[config.mk]
export PLATFORM = sky130hd
export DESIGN_NAME = shifter_debounce_button_mapper_unit
export DESIGN_NICKNAME = d
export VERILOG_FILES = /design/src/hw/rtl/sdbm_pkg.sv /design/src/hw/rtl/shifter_debounce_button_mapper_unit.sv /design/src/hw/rtl/sdbm_chan.sv /design/src/hw/rtl/sdbm_button_map.sv
export SDC_FILE = /design/constraint.sdc
export NUM_CORES = 2
export LEC_CHECK = 0
export ABC_AREA = 1
export BUFFER_PORTS_ARGS = -buffer_cell sky130_fd_sc_hd__buf_2
export CORE_MARGIN = 2
export CORE_UTILIZATION = 45
export CTS_CLUSTER_DIAMETER = 100
export DETAILED_ROUTE_END_ITERATION = 10
export PLACE_DENSITY_LB_ADDON = 0.05
export SYNTH_ARGS = -nofsm -noshare
export SYNTH_HDL_FRONTEND = slang
export SYNTH_SLANG_ARGS = --single-unit
[constraint.sdc]
create_clock -name clk -period 4.85 [get_ports clk]
set_clock_uncertainty 0.05 [all_clocks]
set_input_delay 0.2425 -clock clk [delete_from_list [all_inputs] [get_ports clk]]
set_output_delay 0.2425 -clock clk [all_outputs]
set_load 0.02 [all_outputs]
[src/hw/rtl/sdbm_pkg.sv]
package sdbm_pkg;

    localparam int unsigned CHANNELS     = 8;
    localparam int unsigned BUTTON_COUNT = 10;
    localparam int unsigned BTN_W        = $clog2(BUTTON_COUNT);
    localparam int unsigned TIME_W       = 32;
    localparam int unsigned DEBOUNCE_W   = 16;

    localparam logic [DEBOUNCE_W-1:0] DEBOUNCE_RESET = DEBOUNCE_W'(50);

    localparam int unsigned COMBO_A     = 2;
    localparam int unsigned COMBO_B     = 7;
    localparam int unsigned CLEAR_COUNT = 9;

    localparam int unsigned SEQ_CH_A = 2;
    localparam int unsigned SEQ_CH_B = 3;
    localparam logic [BTN_W-1:0] SEQ_BTN_A = BTN_W'(8);
    localparam logic [BTN_W-1:0] SEQ_BTN_B = BTN_W'(9);

    typedef struct packed {
        logic accepted;
        logic level;
        logic stable;
    } sdbm_chan_evt_t;

    typedef struct packed {
        logic             hit;
        logic [BTN_W-1:0] btn;
    } sdbm_seq_t;

    function automatic sdbm_seq_t seq_target(input int unsigned ch);
        sdbm_seq_t r;
        r.hit = 1'b0;
        r.btn = '0;
        case (ch)
            SEQ_CH_A:
            begin
                r.hit = 1'b1;
                r.btn = SEQ_BTN_A;
            end
            SEQ_CH_B:
            begin
                r.hit = 1'b1;
                r.btn = SEQ_BTN_B;
            end
            default:
            begin
                r.hit = 1'b0;
            end
        endcase
        return r;
    endfunction

endpackage

[src/hw/rtl/shifter_debounce_button_mapper_unit.sv]
// Debounces eight active-low switch channels and maps them to joystick buttons.
// Input channel (in_valid/in_ready): one scan per transaction, pin_levels with
//   bit i for channel i (0 means pressed) and the scan time now_ms in ms.
// Output channel (out_valid/out_ready): one result per scan, in order:
//   button_bits, report_strobe and sequential_on.
// Configuration: cfg_wr_en writes cfg_wr_data into the debounce time at the
//   clock edge; write it only while no scan is in flight.
// Pipeline: a scan accepted from the input channel waits in the input register;
//   its result is loaded into the output register once that register is empty
//   or being taken, and out_valid then rises.
// Throughput: one scan per cycle while out_ready is high. All channel timers,
//   button mapping and mode combo are combinational between the two registers.
// Stall: while out_ready is low the result holds; one more scan waits in the
//   input register, after which in_ready drops until the result is taken.
// Reset: all levels not pressed, timers zero, direct mode, buttons clear,
//   debounce time 50 ms; both registers empty.
module shifter_debounce_button_mapper_unit (
    input  logic                                clk,
    input  logic                                rst_n,
    input  logic                                in_valid,
    output logic                                in_ready,
    input  logic [sdbm_pkg::CHANNELS-1:0]         pin_levels,
    input  logic [sdbm_pkg::TIME_W-1:0]           now_ms,
    output logic                                out_valid,
    input  logic                                out_ready,
    output logic [sdbm_pkg::BUTTON_COUNT-1:0]     button_bits,
    output logic                                report_strobe,
    output logic                                sequential_on,
    input  logic                                cfg_wr_en,
    input  logic [sdbm_pkg::DEBOUNCE_W-1:0]       cfg_wr_data
);
    import sdbm_pkg::*;

    logic                    in_valid_reg;
    logic [CHANNELS-1:0]     pin_levels_reg;
    logic [TIME_W-1:0]       now_ms_reg;
    logic [DEBOUNCE_W-1:0]   debounce_reg;
    logic                    out_valid_reg;
    logic [BUTTON_COUNT-1:0] button_bits_reg;
    logic                    report_strobe_reg;
    logic                    sequential_on_reg;
    logic                    advance;
    sdbm_chan_evt_t          evt [CHANNELS];
    logic [BUTTON_COUNT-1:0] button_next;
    logic                    strobe_next;
    logic                    mode_next;

    assign advance  = in_valid_reg && (!out_valid_reg || out_ready);
    assign in_ready = !in_valid_reg || advance;

    for (genvar g = 0; g < CHANNELS; g++)
    begin : g_chan
        sdbm_chan u_chan (
            .clk         (clk),
            .rst_n       (rst_n),
            .pin_level   (pin_levels_reg[g]),
            .now_ms      (now_ms_reg),
            .debounce_ms (debounce_reg),
            .commit      (advance),
            .evt         (evt[g])
        );
    end

    sdbm_button_map u_map (
        .clk         (clk),
        .rst_n       (rst_n),
        .commit      (advance),
        .evt         (evt),
        .button_next (button_next),
        .strobe      (strobe_next),
        .mode_next   (mode_next)
    );

    always_ff @(posedge clk or negedge rst_n)
    begin
        if (!rst_n)
        begin
            debounce_reg <= DEBOUNCE_RESET;
        end
        else if (cfg_wr_en)
        begin
            debounce_reg <= cfg_wr_data;
        end
    end

    always_ff @(posedge clk or negedge rst_n)
    begin
        if (!rst_n)
        begin
            in_valid_reg  <= 1'b0;
            out_valid_reg <= 1'b0;
        end
        else
        begin
            if (in_ready)
            begin
                in_valid_reg <= in_valid;
            end
            if (advance)
            begin
                out_valid_reg <= 1'b1;
            end
            else if (out_ready)
            begin
                out_valid_reg <= 1'b0;
            end
        end
    end

    always_ff @(posedge clk)
    begin
        if (in_valid && in_ready)
        begin
            pin_levels_reg <= pin_levels;
            now_ms_reg     <= now_ms;
        end
        if (advance)
        begin
            button_bits_reg   <= button_next;
            report_strobe_reg <= strobe_next;
            sequential_on_reg <= mode_next;
        end
    end

    assign out_valid     = out_valid_reg;
    assign button_bits   = button_bits_reg;
    assign report_strobe = report_strobe_reg;
    assign sequential_on = sequential_on_reg;

endmodule

[src/hw/rtl/sdbm_chan.sv]
module sdbm_chan (
    input  logic                          clk,
    input  logic                          rst_n,
    input  logic                          pin_level,
    input  logic [sdbm_pkg::TIME_W-1:0]     now_ms,
    input  logic [sdbm_pkg::DEBOUNCE_W-1:0] debounce_ms,
    input  logic                          commit,
    output sdbm_pkg::sdbm_chan_evt_t        evt
);
    import sdbm_pkg::*;

    logic              prev_reg;
    logic              stable_reg;
    logic [TIME_W-1:0] change_time_reg;
    logic [TIME_W-1:0] change_time_next;
    logic [TIME_W-1:0] elapsed;
    logic              reading;

    assign reading          = ~pin_level;
    assign change_time_next = (reading != prev_reg) ? now_ms : change_time_reg;
    assign elapsed          = now_ms - change_time_next;

    always_comb
    begin
        evt.accepted = (elapsed > {{(TIME_W-DEBOUNCE_W){1'b0}}, debounce_ms})
                       && (reading != stable_reg);
        evt.level    = reading;
        evt.stable   = evt.accepted ? reading : stable_reg;
    end

    always_ff @(posedge clk or negedge rst_n)
    begin
        if (!rst_n)
        begin
            prev_reg        <= 1'b0;
            stable_reg      <= 1'b0;
            change_time_reg <= '0;
        end
        else if (commit)
        begin
            prev_reg        <= reading;
            stable_reg      <= evt.stable;
            change_time_reg <= change_time_next;
        end
    end

endmodule

[src/hw/rtl/sdbm_button_map.sv]
module sdbm_button_map (
    input  logic                              clk,
    input  logic                              rst_n,
    input  logic                              commit,
    input  sdbm_pkg::sdbm_chan_evt_t            evt [sdbm_pkg::CHANNELS],
    output logic [sdbm_pkg::BUTTON_COUNT-1:0]   button_next,
    output logic                              strobe,
    output logic                              mode_next
);
    import sdbm_pkg::*;

    logic [BUTTON_COUNT-1:0] buttons_reg;
    logic                    mode_reg;
    logic                    seen_first_reg;
    logic                    seen_second_reg;
    logic                    seen_first_next;
    logic                    seen_second_next;
    logic                    combo_a;
    logic                    combo_b;

    assign combo_a = evt[COMBO_A].stable;
    assign combo_b = evt[COMBO_B].stable;

    always_comb
    begin
        sdbm_seq_t seq;
        button_next      = buttons_reg;
        strobe           = 1'b0;
        mode_next        = mode_reg;
        seen_first_next  = seen_first_reg;
        seen_second_next = seen_second_reg;
        seq              = '0;
        for (int unsigned i = 0; i < CHANNELS; i++)
        begin
            if (evt[i].accepted)
            begin
                if (mode_reg)
                begin
                    button_next[i] = 1'b0;
                    seq = seq_target(i);
                    if (seq.hit)
                    begin
                        button_next[seq.btn] = evt[i].level;
                        strobe = 1'b1;
                    end
                end
                else
                begin
                    button_next[i] = evt[i].level;
                    strobe = 1'b1;
                end
            end
        end
        if ((combo_a != seen_first_reg) && (combo_b != seen_second_reg))
        begin
            if (combo_a && combo_b)
            begin
                mode_next = ~mode_reg;
                for (int unsigned n = 0; n < CLEAR_COUNT; n++)
                begin
                    button_next[n] = 1'b0;
                end
            end
            seen_first_next  = combo_a;
            seen_second_next = combo_b;
        end
    end

    always_ff @(posedge clk or negedge rst_n)
    begin
        if (!rst_n)
        begin
            buttons_reg     <= '0;
            mode_reg        <= 1'b0;
            seen_first_reg  <= 1'b0;
            seen_second_reg <= 1'b0;
        end
        else if (commit)
        begin
            buttons_reg     <= button_next;
            mode_reg        <= mode_next;
            seen_first_reg  <= seen_first_next;
            seen_second_reg <= seen_second_next;
        end
    end

endmodule
==> out/qor.csv <==
stage,metric,value,unit
logic_synthesis,synth-warning-count,0,
sta,final.period_utilization,98.9,%
power,switching_share,50.7,%
cts,clockBufferDepth,3,
placed_design,numPortBuffers,74,
global_route,grt_usage,38.3,%
setup_path,arrival,5.12,ns
run_status,status,completed,
sta,fmax,209,MHz
die,initial_core_util,45.2,%
power,power_density,680,mW/mm^2
logic_synthesis,synth_common_cells,"nand2_1, o21ai_0, inv_1",
logic_synthesis,ys_types,55,
die,fp.dieW,282,um
logic_synthesis,synth.largest_area_cell,dfrtp_1,
cts,insertion_delay,0.62,ns
logic_synthesis,synth.yosys.seq_area_share,26.3,%
setup_path,startpoint,pin_levels_reg[7],
logic_synthesis,synthesis.area,0.0348,mm^2
logic_synthesis,synth-edff-count,52,
setup_path,worstSetupStartpointType,flop,
logic_synthesis,ys_seq_elements,355,
worst_hold_path,hp-class,input pin to flop,
global_route,antenna_found_initial,3,
cts,cts_sinks,355,
logic_synthesis,synth.area.top_cells,"dfrtp_1, nand2_1, ha_1, o21ai_0, inv_1",
logic_synthesis,ys.flop_type,dfrtp_1,
die,ioPinCount,75,
global_route,gr-total-overflow,0,
cts,clkTransAtPathRegs,0.06,ns
drt,drtAntennaViolNets,0,
die,die_height,282,um
cts,htreeDepth,2,
sta,slew_viol_final,0,
global_route,grt_max_degree,116,
power,p_switching,14900,uW
setup_path,critPathMostFrequentCell,nand2_1,
logic_synthesis,synthCells,5380,
final_layout,finalNonFillerCells,6990,
cts,root_buffer,clkbuf_16,
sta,tightest_slew,1.21,ns
final_layout,largest_reg_flops,256,
final_layout,fin_nets,6342,
setup_path,end_kind,flop,
global_route,grtUsageMet2,59.6,%
cts,cts_inserted_buffers,46,
setup_path,crit_slowest_cell,edfxtp_1,
setup_path,crit_required,5.18,ns
logic_synthesis,ys_async_sr_fraction,85.4,%
drt,drtPass1Iterations,6,
sta,max-slew-margin-rel,19.5,%
sta,hold_violations,0,
logic_synthesis,synth.most_common_cell,nand2_1,
sta,finalSetupViolations,0,
die,core_area,0.0771,mm^2
drt,via_count,38594,
global_route,busiest_layer,met2,
logic_synthesis,syn-num-nets,5814,
drt,route.detailed.drc,0,
final_layout,areaGrowthSynthToFinish,24.3,%
drt,wl_per_cell,22.3,um
drt,drt-vias-per-instance,5.52,
global_route,grtUsageMet3,7.66,%
setup_path,r2r_start,pin_levels_reg[7],
final_layout,final_layout_size_suffix_gt1_share,15.7,%
setup_path,critical-path-max-stage-delay,0.40,ns
power,internal_power,14500,uW
placed_design,routabilityCongestion,0.985,
global_route,gr-usage-met1,50.9,%
setup_path,crit_type,flop to flop,
placed_design,dpl.cell_count,6760,
drt,routed_wl,156000,um
power,leakagePower,0.0220,uW
power,p_comb_share,71.1,%
placed_design,place_hpwl,116000,um
power,clkPwrFrac,12.0,%
logic_synthesis,yosysTopAreaCellShare,21.6,%
power,pwr-share-seq,16.9,%
worst_hold_path,hp-start,cfg_wr_en,
power,peakVddDrop,0.330,mV
sta,hold_ws,0.0378,ns
cts,cts_tree,done,
logic_synthesis,avgSynthCellArea,6.47,um^2
global_route,grt_pass1_vias,35635,
job,drv_cap,0,
sta,rsz0062_at_grt,true,
sta,min_period,4.80,ns
die,fp-row-count,102,
drt,drtIter0Drc,3345,
setup_path,cp_max_fo,7,
die,dieArea,0.0797,mm^2
global_route,grt_pass1_wl,224000,um
-- routing by layer --
layer	wire [um]	up-vias
met3	13300	305
met4	8810	0
met1	66700	18047
met5	0	-
met2	67100	1444
li1	-	18798
-- repair_timing --
action | CTS | global route
hold buffers | 63 | 0
resized for setup | 41 | 275
cloned | 2 | 7
endpoints found under the setup margin | 21 | 29
pin swaps | 21 | 150
buffers inserted | 10 | 59
hold endpoints to repair | 141 | 0
-- final cells by class --
type	instances	area (um^2)
inverters	548	2080
clock buffers	64	1290
fillers	7787	33800
flip-flops and latches	355	9150
well taps	1040	1300
diodes	6	15.0
multi-input cells	4332	24000
clock inverters	20	241
repair buffers	625	5260
-- critical path, delay by kind of cell (launching register included) --
| kind | cells | cell delay (ns) |
|---|---|---|
| AOI/OAI and AO/OA | 3 | 0.46 |
| xor gates and xnor gates | 1 | 0.15 |
| DFF | 1 | 0.40 |
| buffers and inverters | 2 | 0.21 |
| and+or+nand+nor | 22 | 2.60 |
| adders and majority gates | 2 | 0.66 |
-- placed cells by master (no fill, tap or decap), types with 71 or more instances in the layout --
| cell | netlist | layout |
|---|---|---|
| nand2_1 | 1750 | 1676 |
| o21ai_0 | 657 | 609 |
| inv_1 | 541 | 533 |
| buf_4 | 1 | 433 |
| nor2_1 | 435 | 410 |
| ha_1 | 366 | 355 |
| dfrtp_1 | 300 | 300 |
| a21oi_1 | 338 | 296 |
| nand3_1 | 254 | 234 |
| xor2_1 | 130 | 122 |
| nand2_2 | 27 | 90 |
| buf_2 | 4 | 73 |
| nand4_1 | 71 | 71 |
-- stage by stage --
| step | setup WS, ns | TNS, ns | cell area [um^2] | utilization (%) | total power, uW |
|---|---|---|---|---|---|
| floorplan | 0.349 | 0 | 34800 | - | 17500 |
| global placement | -0.339 | -1.22 | 39400 | 51.1 | 23900 |
| detailed placement | -0.346 | -2.36 | 39400 | 51.1 | 24100 |
| CTS | 0.00839 | 0 | 41800 | 54.2 | 27900 |
| global route | -0.141 | -1.90 | 43300 | 56.2 | 32100 |
| finish | 0.0539 | 0 | 43300 | 56.2 | 29500 |
-- power groups by stage --
stage | Sequential, uW | Clock (uW) | Combinational, uW
6_report | 4970 | 3530 | 21000
5_1_grt | 5110 | 3670 | 23300
4_1_cts | 4940 | 3570 | 19400
3_5_place_dp | 4970 | 0 | 19100
3_3_place_gp | 4960 | 0 | 19000
2_1_floorplan | 4830 | 0 | 12700
-- cell families after synthesis --
family | count (synthesis) | share of synthesized area, %
DFF | 355 | 26.3
adders and majority gates | 373 | 13.5
muxes | 1 | 0.0323
buffers and inverters | 693 | 7.60
and+or+nand+nor | 2675 | 31.5
AOI/OAI and AO/OA | 1119 | 16.9
xor gates and xnor gates | 164 | 4.12
-- path summary, 6_finish.rpt --
path,endpoint,slack (ns),depth (start not counted)
max reg2reg,button_bits[8],0.05,30
max,button_bits[8],0.05,30
max in group asynchronous,g_chan[2].u_chan.prev_reg,3.40,3
min in group asynchronous,debounce_reg[6],0.19,2
min,debounce_reg[4],0.04,3
min reg2reg,g_chan[0].u_chan.change_time_reg[30],0.43,2
(Power assumes the default switching activity.)
